### src/design/tcpq_pkg.sv
// Shared types and constants for the three-class priority queue.
package tcpq_pkg;

  localparam int Capacity  = 256;
  localparam int ValueBits = 32;
  localparam int CountBits = $clog2(Capacity + 1);
  localparam int ClassBits = 2;

  // Command codes.
  localparam logic [1:0] CmdPush  = 2'd0;
  localparam logic [1:0] CmdPop   = 2'd1;
  localparam logic [1:0] CmdClear = 2'd2;

  // Status codes.
  localparam logic [1:0] StatusDone  = 2'd0;
  localparam logic [1:0] StatusFull  = 2'd1;
  localparam logic [1:0] StatusEmpty = 2'd2;

  // Class codes.
  localparam logic [ClassBits-1:0] ClassHigh   = 2'd0;
  localparam logic [ClassBits-1:0] ClassMedium = 2'd1;
  localparam logic [ClassBits-1:0] ClassLow    = 2'd2;

  typedef struct packed {
    logic [1:0]                  cmd;
    logic [ClassBits-1:0]        push_class;
    logic signed [ValueBits-1:0] push_value;
  } cmd_t;

  typedef struct packed {
    logic [1:0]                  status;
    logic                        head_valid;
    logic signed [ValueBits-1:0] head_value;
    logic [ClassBits-1:0]        head_class;
    logic [CountBits-1:0]        count_high;
    logic [CountBits-1:0]        count_medium;
    logic [CountBits-1:0]        count_low;
  } result_t;

  // One slot of the sorted chain.
  typedef struct packed {
    logic                        valid;
    logic [ClassBits-1:0]        cls;
    logic signed [ValueBits-1:0] value;
  } entry_t;

  typedef enum logic [1:0] {
    OpHold  = 2'd0,
    OpPush  = 2'd1,
    OpPop   = 2'd2,
    OpClear = 2'd3
  } op_t;

  // Control broadcast to every cell of the chain.
  typedef struct packed {
    op_t                         op;
    logic [ClassBits-1:0]        cls;
    logic signed [ValueBits-1:0] value;
  } cell_ctrl_t;

endpackage

### src/design/tcpq_cell.sv
// One cell of the sorted shift chain: holds, takes the new item, moves, or clears.
module tcpq_cell
  import tcpq_pkg::*;
(
  input  logic       clk,
  input  logic       rst,
  input  cell_ctrl_t ctrl,
  input  entry_t     left,
  input  entry_t     right,
  output entry_t     entry
);

  entry_t entry_next;

  // The chain stays sorted by class, oldest first within a class. A push
  // lands right after the last item whose class is not lower in priority.
  always_comb begin
    entry_next = entry;
    case (ctrl.op)
      OpPush: begin
        if (entry.valid && (entry.cls <= ctrl.cls)) begin
          entry_next = entry;
        end else if (left.valid && (left.cls <= ctrl.cls)) begin
          entry_next.valid = 1'b1;
          entry_next.cls   = ctrl.cls;
          entry_next.value = ctrl.value;
        end else begin
          entry_next = left;
        end
      end
      OpPop: begin
        entry_next = right;
      end
      OpClear: begin
        entry_next.valid = 1'b0;
      end
      default: begin
        entry_next = entry;
      end
    endcase
  end

  always_ff @(posedge clk) begin
    entry.cls   <= entry_next.cls;
    entry.value <= entry_next.value;
    if (rst) begin
      entry.valid <= 1'b0;
    end else begin
      entry.valid <= entry_next.valid;
    end
  end

endmodule

### config.mk
export PLATFORM = sky130hd
export DESIGN_NAME = tcpq_cell
export DESIGN_NICKNAME = d
export VERILOG_FILES = /design/src/design/tcpq_pkg.sv /design/src/design/tcpq_cell.sv
export SDC_FILE = /design/constraint.sdc
export NUM_CORES = 1
export LEC_CHECK = 0
export ABC_AREA = 1
export BUFFER_PORTS_ARGS = -buffer_cell sky130_fd_sc_hd__buf_4
export CAP_MARGIN = 20
export CORE_MARGIN = 8
export CORE_UTILIZATION = 47
export CTS_CLUSTER_SIZE = 25
export DETAILED_ROUTE_END_ITERATION = 10
export PLACE_DENSITY_LB_ADDON = 0.12
export SYNTH_ARGS = -nofsm -noshare
export SYNTH_HDL_FRONTEND = slang
export SYNTH_SLANG_ARGS = --single-unit
### constraint.sdc
create_clock -name clk -period 6.14 [get_ports clk]
set_clock_uncertainty 0.2 [all_clocks]
set_input_delay 0.614 -clock clk [delete_from_list [all_inputs] [get_ports clk]]
set_output_delay 0.614 -clock clk [all_outputs]
set_load 0.01 [all_outputs]
# After elaboration in Yosys (flattened, before gate mapping)
# Cells that the tools add are included.
dict set report classes {
  n_mul 0
  div 0
  eq_ne 4
  order_cmp 2
  add_sub_neg 0
  mux 4
  bitwise 0
  shift 0
  reduce_logical 6
}
# operator n
set op_table {}
lappend op_table {{$mux 35} 2}
lappend op_table {{$pmux 34 s2} 1}
lappend op_table {{$eq 2x2->1 const B} 2}
lappend op_table {{$le 2x2->1} 2}
lappend op_table {{$reduce_and 2->1} 2}
lappend op_table {{$pmux 1 s3} 1}
lappend op_table {{$reduce_bool 3->1} 1}
lappend op_table {{$eq 2x1->1 const B} 1}
lappend op_table {{$logic_and 1x1->1} 2}
lappend op_table {{$ne 2x2->1 const B} 1}
lappend op_table {{$reduce_bool 2->1} 1}
dict set report totals {
  elab_cells 19
  latchBits 0
  output_inout_bits 35
  memories 0
  regBits 35
  romBits 0
  in_bits 108
  mem_bits_rw 0
}

# Logic depth before layout (Yosys ltp)
# Gate-level depths: netlist of run 1.
dict set report depth {
  word_depth 5
  mapped_depth 10
  ltp_nobuf 10
}

# Least setup slack after synthesis of run 1
# Ideal clock, no wire load.
dict set report synth_path {
  path_kind {input to register}
  startpoint {input port ctrl[33] in the netlist's numbering}
  endpoint {register entry[0] in the netlist's numbering (enable)}
  path_stages 8
  arrival_ps 1917
  required_time_ps 5548
  path_buffers 0
  setup_time_ps 392
  path_slack_ps 3631
  path_cell_list {inv_1 ha_1 nand2_1 nand2_1 nand2_1 nand2_1 nand2_1 nand2_1}
}
dict set report synth_between {
  elab_chain_len 4
}
# element line_no
set synth_rtl {}
lappend synth_rtl {{start: declaration} tcpq_cell.sv:7} ;# input cell_ctrl_t ctrl,
lappend synth_rtl {{$le 2x2->1} tcpq_cell.sv:21} ;# if (entry.valid && (entry.cls <= ctrl.cls)) begin
lappend synth_rtl {{$logic_and 1x1->1} tcpq_cell.sv:21}
lappend synth_rtl {{$ne 2x2->1 (no line)} -}
lappend synth_rtl {{$reduce_and 2->1 (no line)} -}
lappend synth_rtl {{end: declaration} tcpq_cell.sv:10} ;# output entry_t entry
# Every way passes these cells.
# A chain may end at the register's enable or synchronous reset.

==> results of run 1 <==
## power breakdown
part	internal (mW)	total [mW]	switching [mW]	leakage, nW
combinational	0.101	0.205	0.104	1.61
clock	0.0797	0.163	0.0834	0.0422
sequential	0.295	0.302	0.00695	0.337
total	0.476	0.670	0.194	1.99
## routing by layer
layer  track usage  wire (um)  vias to the layer above
met5             0          0                        -
met4        0.0780        148                        0
met3        0.0735        807                       12
met2         0.334       3730                      113
met1         0.206       2660                     1123
li1              -          -                     1254
## layout make-up
cell class                 count  area share
clock buffer                   7      0.0221
clock inverter                 1     0.00145
inverter                      77      0.0837
multi-input combinational    194       0.254
sequential                    35       0.302
tap                           67      0.0243
timing repair buffer         144       0.313
## how the worst max path moves through the flow
| stage | from | depth (start not counted) | slack, ns | endpoint |
|---|---|---|---|---|
| after global placement | ctrl[34] | 7 | 3.22 | entry[21] |
| after floorplan | ctrl[33] | 8 | 3.63 | entry[0] |
| after global routing | ctrl[33] | 10 | 3.17 | entry[7] |
| final | ctrl[33] | 10 | 3.41 | entry[14] |
| after detailed placement | ctrl[33] | 10 | 3.11 | entry[14] |
| after CTS | ctrl[33] | 10 | 3.41 | entry[14] |
## synthesized netlist by cell type (all sizes together)
cell / number
dfxtp: 1
nand2: 117
nand3: 68
nand3b: 1
ha: 4
clkbuf: 9
inv: 76
nor2: 2
buf: 7
edfxtp: 34
a21oi: 1
clkinv: 1
o21ai: 1
## cells in the final DEF, fill, tap and decap left out
master    count
a21oi_1       1
buf_4       144
clkbuf_1      2
clkbuf_8      5
clkinv_1      1
clkinv_2      1
dfxtp_1       1
edfxtp_1     34
ha_1          4
inv_1        76
nand2_1     115
nand2_2       1
nand2_4       1
nand3_1      68
nand3b_1      1
nor2_1        2
o21ai_4       1
## worst min-delay path, delay by kind of cell
family,cells,cell delay [ns]
AOI/OAI and AO/OA,1,0.03
and+or+nand+nor,1,0.05
buffers and inverters,2,0.11
## per-stage QoR
step / util / hold WS [ns] / std cells / area (um^2)
floorplan: - / 0.384 / 322 / 2300
global placement: 0.714 / 0.368 / 517 / 3370
detailed placement: 0.714 / 0.377 / 517 / 3370
CTS: 0.731 / 0.356 / 525 / 3450
global route: 0.731 / 0.384 / 525 / 3450
finish: 0.731 / 0.358 / 525 / 3450
## cells by family (layout without fill, tap and decap cells)
kind of cell	Yosys count	in the layout
AND/OR/NAND/NOR	188	188
buffers and inverters	93	229
flip-flops	35	35
adder cells (fa/ha/maj)	4	4
AO/OA/AOI/OAI	2	2
==> results.py, run 1 <==
metrics = {
    "run_status": {
        "status": "finished, final reports clean",
    },
    "clock_network": {
        "postCtsSetupBuffers": 0,
        "numCtsBuffers": 5,
        "root_buffer": "clkbuf_8",
        "clkTransAtPathRegs_ns": 0.07,
        "clkLatencyLatePin_ns": 0.28,
        "ctsResizeCount": 0,
        "htree_levels": 2,
        "clockBufferDepth": 2,
        "hold_buffers": 0,
        "cts_tree": "yes",
        "clock_sinks": 35,
    },
    "timing": {
        "hold_viol": 0,
        "finalSetupTns_ns": 0,
        "rsz0062_at_grt": "no",
        "setup-violations-final": 0,
        "fin_crit_ns": 2.73,
        "worst_slack_ns": 3.41,
        "maxSlewViolCount": 0,
        "slew_headroom": 0.310,
        "fmax_ghz": 0.367,
        "finalCritPeriodShare": 0.444,
        "worst-slew-pin-transition_ns": 1.03,
    },
    "power": {
        "power_uw": 670,
        "power.density_nw_per_um2": 194,
        "vdd_ir_drop_max_v": 0.000126,
        "power.leakage_nw": 1.99,
    },
    "cells_and_area": {
        "nFillCells": 403,
        "multiInputGateArea_um2": 876,
        "diodes": 0,
        "largest_reg_flops": 35,
        "largestRegisters": "entry (35)",
        "top_register": "entry",
        "area_delta_synth_final_pct": 50.0,
        "nNetsFinal": 569,
        "drive_gt1_frac": 0.334,
        "regArea_um2": 1040,
    },
    "critical_path": {
        "cp-end-kind": "flip-flop",
        "slowest_stage": "o21ai_4",
        "worstRegToRegCells": 8,
        "cp_top_family": "simple AND/OR/NAND/NOR gates",
        "reg2reg_from": "entry[33]",
        "crit_type": "input port to flip-flop",
        "cp_max_fo": 35,
        "r2r_end": "entry[4]",
        "arrival_ns": 2.68,
        "worstSetupStartpointType": "input port",
        "crit_buf_inv": 3,
        "reg2reg_setup_slack_ns": 4.14,
        "path_cells": "buf_4 > inv_1 > ha_1 > inv_1 > nor2_1 > o21ai_4 > nand2_4 > nand2_1 > nand3_1 > nand2_1",
        "cpPeakStageDelay_ns": 0.71,
        "critPathRequiredTime_ns": 6.09,
    },
    "logic_synthesis": {
        "yosys.area.top_type_share": 0.444,
        "syn_area_um2": 2300,
        "ys_top_cells_by_area": "edfxtp_1 44%, nand2_1 19%, nand3_1 15%",
        "synth-compound-area-share": 0.00924,
        "synthMuxAreaShare": 0,
        "yosys_warnings": 0,
        "synthAdderAreaFrac": 0.0218,
        "synth_xor_xnor_area_share": 0,
        "yosysTopAreaCell": "edfxtp_1",
        "ys_ff_latch": 35,
        "syn_area_per_cell_um2": 7.15,
        "ys_seq_area_frac": 0.452,
        "yosys.area_share.simple": 0.350,
        "synth_fp_nets": 434,
        "synth.distinct_cells": 17,
        "synthCells": 322,
        "synth_top_family_by_area": "simple AND/OR/NAND/NOR gates",
    },
    "global_routing": {
        "grt_max_degree": 37,
        "grt-ovfl-total": 0,
        "globalRouteTotalUtil": 0.193,
        "first_global_vias": 2490,
        "grt_pass1_wl_mm": 11.4,
        "grt_antenna_before_repair": 0,
    },
    "die": {
        "dieArea_um2": 7390,
        "rows": 25,
        "fp.dieH_um": 86.0,
        "core_area_um2": 4720,
        "die_w_um": 86.0,
        "initial_utilization": 0.487,
        "boundaryPins": 143,
    },
    "routing": {
        "ant_nets": 0,
        "wl_per_cell_um": 14.0,
        "num_vias": 2502,
        "drt_iter0_drc": 140,
        "drc": 0,
        "vias_per_cell": 4.77,
        "routed_wl_mm": 7.35,
        "drtPass1Iterations": 4,
    },
    "min_path": {
        "hold_class": "input port to flip-flop",
        "worstHoldEndpoint": "entry[34]",
        "whs_path_depth": 4,
        "worstHoldStart": "rst",
    },
    "placement": {
        "numPortBuffers": 142,
        "gp_congestion": 0.767,
        "dp_hpwl_mm": 5.44,
        "pre_cts_slack_ns": 3.11,
    },
    "flow_run": {
        "maxCapViolCount": 0,
    },
}
No activity file was read; power rests on OpenSTA's default activity.
==> run 2: changes to the inputs <==
Settings changed: CORE_UTILIZATION 47 to 39.
Clock period 6.14 ns to 2.4 ns, I/O delays scaled along.
==> run 2 against run 1 <==
Compared with the run above: sequential share of layout area is 0.51 points lower; count of clock-buffer cells in the layout is 2 lower; highest routed layer unchanged; total power grew to 2.6 times the previous value; largest cell class unchanged; hold slack worse by 0.34 ns; routed wire length is 0.23% lower; first-iteration DRC count is 16% lower; sequential cell count stayed put; clock power is 150% higher; register-to-register slack worse by 3.6 ns; combinational power grew to 2.6 times the previous value; design area is 1.7% higher.
==> results.py, run 2 (synthesis gave the netlist of run 1 again) <==
metrics = {
    "timing": {
        "fmax_ghz": 0.540,
        "maxSlewViolCount": 0,
        "hold_viol": 0,
        "setup-violations-final": 0,
        "fin_crit_ns": 1.85,
        "worst_slack_ns": 0.547,
        "finalCritPeriodShare": 0.772,
        "finalSetupTns_ns": 0,
        "worst-slew-pin-transition_ns": 0.421,
        "slew_headroom": 0.718,
        "rsz0062_at_grt": "no",
    },
    "power": {
        "vdd_ir_drop_max_v": 0.000225,
        "power.leakage_nw": 2.02,
        "power.density_nw_per_um2": 487,
    },
    "die": {
        "die_w_um": 92.8,
        "fp.dieH_um": 92.8,
        "initial_utilization": 0.396,
        "core_area_um2": 5820,
        "boundaryPins": 143,
        "rows": 28,
        "dieArea_um2": 8610,
    },
    "clock_network": {
        "cts_tree": "yes",
        "clkLatencyLatePin_ns": 0.29,
        "clock_sinks": 35,
        "htree_levels": 2,
        "clkTransAtPathRegs_ns": 0.07,
        "numCtsBuffers": 5,
        "postCtsSetupBuffers": 0,
        "root_buffer": "clkbuf_8",
        "clockBufferDepth": 2,
        "ctsResizeCount": 0,
        "hold_buffers": 1,
    },
    "cells_and_area": {
        "nNetsFinal": 574,
        "nFillCells": 539,
        "drive_gt1_frac": 0.340,
        "postLayoutCellArea_um2": 3510,
        "diodes": 0,
        "largest_reg_flops": 35,
        "largestRegisters": "entry (35)",
        "fin_util": 0.604,
        "area_delta_synth_final_pct": 52.6,
        "top_register": "entry",
        "fin_cells": 537,
        "layout_commonest_cell": "buf_4",
        "final_cell_mix": "147 x buf_4, 115 x nand2_1, 76 x inv_1",
    },
    "routing": {
        "drt_iter0_drc": 117,
        "vias_per_cell": 4.58,
        "drc": 0,
        "drtPass1Iterations": 4,
        "wl_per_cell_um": 13.7,
        "num_vias": 2460,
        "ant_nets": 0,
        "routed_wl_mm": 7.34,
    },
    "critical_path": {
        "slowest_stage": "edfxtp_1",
        "arrival_ns": 1.63,
        "crit_buf_inv": 1,
        "worstSetupStartpointType": "flip-flop",
        "critPathRequiredTime_ns": 2.18,
        "cp-end-kind": "flip-flop",
        "cp_top_family": "flip-flops",
        "cpPeakStageDelay_ns": 0.43,
        "cp_max_fo": 34,
        "path_cells": "ha_1 > nand2_1 > nand2_1 > nand2_1 > nand2_1 > nand2_1 > nand2_1 > buf_12",
        "worst_path_most_repeated_cell": "nand2_1",
        "crit_type": "flip-flop to flip-flop",
    },
    "placement": {
        "placed_cell_area_um2": 3420,
        "pre_cts_slack_ns": 0.282,
        "dp_hpwl_mm": 5.56,
        "numPlacedInstances": 529,
        "numPortBuffers": 142,
        "gp_congestion": 0.744,
    },
    "global_routing": {
        "first_global_vias": 2496,
        "grt_max_degree": 37,
        "grt_pass1_wl_mm": 11.7,
        "grt-ovfl-total": 0,
        "grt_antenna_before_repair": 0,
        "globalRouteTotalUtil": 0.168,
    },
    "run_status": {
        "status": "finished, final reports clean",
    },
    "flow_run": {
        "maxCapViolCount": 0,
    },
    "min_path": {
        "hold_class": "input port to flip-flop",
    },
}
run 2: final timing paths:
| kind | startpoint | to | slack [ns] | cells past startpoint |
|---|---|---|---|---|
| hold reg to reg | entry[34] | entry[34] | 0.38 | 4 |
| setup / recovery | entry[33] | entry[10] | 0.55 | 8 |
| hold / removal | right[0] | entry[0] | 0.02 | 3 |
| setup reg to reg | entry[33] | entry[10] | 0.55 | 8 |
run 2: final cells by class:
cell class	instances	area [um^2]	share of cell area
repair buffers	149	1130	0.323
flip-flops and latches	35	1040	0.297
multi-input cells	194	876	0.249
inverters	77	289	0.0823
well taps	75	93.8	0.0267
clock buffers	5	68.8	0.0196
clock inverters	2	8.76	0.00249
run 2: stage by stage:
step,hold slack [ns],power [mW]
after floorplan,0.186,1.05
after global placement,0.277,1.32
after detailed placement,0.276,1.33
after CTS,0.0137,1.73
after global routing,0.0199,1.81
final,0.0204,1.71
run 2: routing by layer:
layer,track usage,up-vias,part of all wire
met5,0,-,0
met4,0.0564,0,0.017
met3,0.0744,12,0.11
met2,0.291,105,0.49
met1,0.178,1081,0.38
li1,-,1262,-
run 2: worst register-to-register path: stages (launching register included):
cell and delay (ns):
edfxtp_1 0.43, ha_1 0.32, nand2_1 0.05, nand2_1 0.05, nand2_1 0.04, nand2_1 0.05, nand2_1 0.06, nand2_1 0.10
buf_12 0.23
run 2: power breakdown:
group	internal, mW	switching, mW
Clock	0.193	0.211
Sequential	0.754	0.0183
Combinational	0.270	0.265
Total	1.22	0.494
==> run 3: changes to the inputs <==
Settings changed: ABC_AREA 1 to 0, CORE_UTILIZATION 39 to 40.
Clock period 2.4 ns to 1.75 ns, I/O delays scaled along.
==> run 3 against run 2 <==
Compared with the run above: the run now ends with negative setup slack left; hold slack lost 0.0075 ns; highest routed layer unchanged; clock power up 33%; maximum frequency fell by 8.0%; synthesized cell count is 35% lower; critical path depth decreased by 3; area after synthesis shrank 18%; count of clock-buffer cells in the layout grew 2.
==> results.py, run 3 <==
metrics = {
    "placement": {
        "pre_cts_slack_ns": -0.288,
        "numPortBuffers": 142,
        "placed_cell_area_um2": 3050,
        "gp_congestion": 0.778,
        "numPlacedInstances": 398,
        "dp_hpwl_mm": 5.02,
    },
    "critical_path": {
        "reg2reg_from": "entry[33]",
        "cpPeakStageDelay_ns": 0.45,
        "reg2reg_setup_slack_ns": -0.27,
        "arrival_ns": 1.80,
        "worstSetupStartpointType": "flip-flop",
        "cp_max_fo": 8,
        "r2r_end": "entry[30]",
        "crit_buf_inv": 0,
        "crit_type": "flip-flop to flip-flop",
        "cp-end-kind": "flip-flop",
        "path_cells": "ha_4 > nor2b_4 > o21ai_2 > a211o_4 > nand2_8",
        "slowest_stage": "a211o_4",
        "critPathRequiredTime_ns": 1.53,
        "cp_top_family": "compound AO/OA/AOI/OAI gates",
        "worstRegToRegCells": 5,
    },
    "clock_network": {
        "clkTransAtPathRegs_ns": 0.07,
        "clockBufferDepth": 2,
        "cts_tree": "yes",
        "numCtsBuffers": 5,
        "root_buffer": "clkbuf_8",
        "clock_sinks": 35,
        "htree_levels": 2,
        "clkLatencyLatePin_ns": 0.27,
    },
    "power": {
        "switchingPower_uw": 628,
        "p_int_mw": 1.72,
        "power.leakage_nw": 1.53,
        "p_sw_frac": 0.268,
        "power.density_nw_per_um2": 719,
        "combinationalPowerShare": 0.317,
        "seqPwrFrac": 0.454,
        "clkPwrFrac": 0.229,
        "vdd_ir_drop_max_v": 0.000502,
        "power_mw": 2.34,
    },
    "cells_and_area": {
        "postLayoutCellArea_um2": 3260,
        "layout_commonest_cell": "buf_4",
        "fin_cells": 413,
        "nNetsFinal": 470,
        "diodes": 0,
        "drive_gt1_frac": 0.462,
        "nFillCells": 381,
        "area_delta_synth_final_pct": 72.4,
        "final_cell_mix": "147 x buf_4, 69 x nand2_1, 35 x a31oi_1",
        "largest_reg_flops": 35,
        "fin_util": 0.704,
        "largestRegisters": "entry (35)",
        "top_register": "entry",
    },
    "timing": {
        "finalCritPeriodShare": 1.15,
        "fmax_ghz": 0.496,
        "hold_viol": 0,
        "maxSlewViolCount": 0,
        "fin_crit_ns": 2.02,
        "rsz0062_at_grt": "yes",
        "slew_headroom": 0.666,
        "worst_slack_ns": -0.265,
        "worst-slew-pin-transition_ns": 0.500,
        "setup-violations-final": 34,
    },
    "global_routing": {
        "first_global_vias": 2051,
        "globalRouteTotalUtil": 0.174,
        "grt_antenna_before_repair": 0,
        "grt_pass1_wl_mm": 10.0,
        "grt_max_degree": 35,
        "grt-ovfl-total": 0,
    },
    "die": {
        "boundaryPins": 143,
        "initial_utilization": 0.409,
        "fp.dieH_um": 84.8,
        "dieArea_um2": 7190,
        "die_w_um": 84.8,
        "rows": 25,
        "core_area_um2": 4630,
    },
    "routing": {
        "ant_nets": 0,
        "wl_met3_um": 559,
        "drc": 0,
        "routed_wl_mm": 6.48,
        "drtPass1Iterations": 4,
        "num_vias": 2037,
        "wl_per_cell_um": 15.7,
        "highest_layer": "met4",
        "met1Wirelength_mm": 2.61,
        "dr_wl_met2_mm": 3.23,
        "vias_per_cell": 4.93,
        "drt_iter0_drc": 104,
    },
    "logic_synthesis": {
        "ys_top_cells_by_area": "edfxtp_1 54%, nand2_1 14%, a31oi_1 12%",
        "synth_commonest_cells": "71 x nand2_1, 35 x a31oi_1, 34 x edfxtp_1, 34 x nor2_1",
        "syn_area_um2": 1890,
        "ys_ff_latch": 35,
        "synth_fp_nets": 321,
        "syn_area_per_cell_um2": 9.05,
        "yosys_most_used_dff": "edfxtp_1",
        "yosysTopAreaCell": "edfxtp_1",
        "postSynth.asyncResetShare": 0,
        "synthCells": 209,
        "yosys_warnings": 0,
        "synth.distinct_cells": 21,
        "synth-edff-count": 34,
        "yosys.area.top_type_share": 0.540,
        "synthMostInstantiatedCell": "nand2_1",
        "ys_seq_area_frac": 0.550,
    },
    "run_status": {
        "violations": "negative setup slack",
        "status": "finished, violations left",
    },
    "min_path": {
        "worstHoldEndpoint": "entry[34]",
        "hold_class": "input port to flip-flop",
        "whs_path_depth": 3,
        "worstHoldStart": "left[34]",
    },
    "flow_run": {
        "maxCapViolCount": 0,
    },
}
-- run 3: cell types whose count changed after synthesis, moves of 2 or more --
cell      before  now
o21ai_0        0    2
clkbuf_1       9    5
nand3_1       68    1
nor2_1         2   34
buf_4          3    1
nand2_1      115   71
a31oi_1        0   35
inv_1         76    4
buf_2          1    5
nor2b_1        0    2
-- run 3: final cells by class --
class,count,area (um^2),area share
multi-input combinational,159,862,0.264
sequential,35,1040,0.319
clock inverter,1,5.00,0.00153
inverter,4,15.0,0.00460
timing repair buffer,153,1190,0.366
clock buffer,7,76.3,0.0234
tap,54,67.6,0.0207
-- run 3: worst max path at each step --
stage                     startpoint  cells past startpoint        end  slack, ns
after CTS                  entry[33]                      5  entry[10]      -0.25
after floorplan            entry[33]                      5   entry[0]      -0.21
final                      entry[33]                      5  entry[30]      -0.27
after global routing       entry[33]                      5  entry[17]      -0.30
after detailed placement   entry[33]                      5  entry[13]      -0.29
after global placement     entry[33]                      5  entry[18]      -0.23
-- run 3: per-layer routing --
metal	up-vias	global-route usage
met5	-	0
met4	0	0.0453
met3	8	0.0673
met2	88	0.303
met1	910	0.194
li1	1031	-
-- run 3: cells by family after synthesis --
kind of cell	synth area share
compound gates	0.138
buf+inv	0.0529
simple gates	0.232
flops	0.550
fa+ha+maj	0.0265
-- run 3: power by group through the flow --
stage                     Combinational [mW]  Clock (mW)  Sequential (mW)
final                                  0.744       0.537             1.06
after global routing                   0.815       0.585             1.07
after CTS                              0.723       0.548             1.06
after detailed placement               0.705           0             1.08
after global placement                 0.697           0             1.08
after floorplan                        0.263           0             1.12
-- run 3: worst min-delay path, delay by kind of cell --
kind	cells	cell delay [ns]
AOI/OAI and AO/OA	1	0.07
buffers and inverters	1	0.12
and+or+nand+nor	1	0.07
-- run 3: repair_timing --
action                                  in CTS  in global routing
hold endpoints to repair                     1                  0
cloned                                       2                  1
hold buffers                                 3                  0
gates resized for setup                      3                  7
endpoints found under the setup margin      34                 34
setup buffers                                0                  1
pin swaps                                    2                  4
-- run 3: stage by stage --
stage               hold slack (ns)  TNS, ns
floorplan                    0.0444    -7.15
global placement              0.146    -9.43
detailed placement            0.142   -11.86
CTS                         0.00784    -8.16
global route                 0.0355   -10.07
finish                       0.0129    -8.81
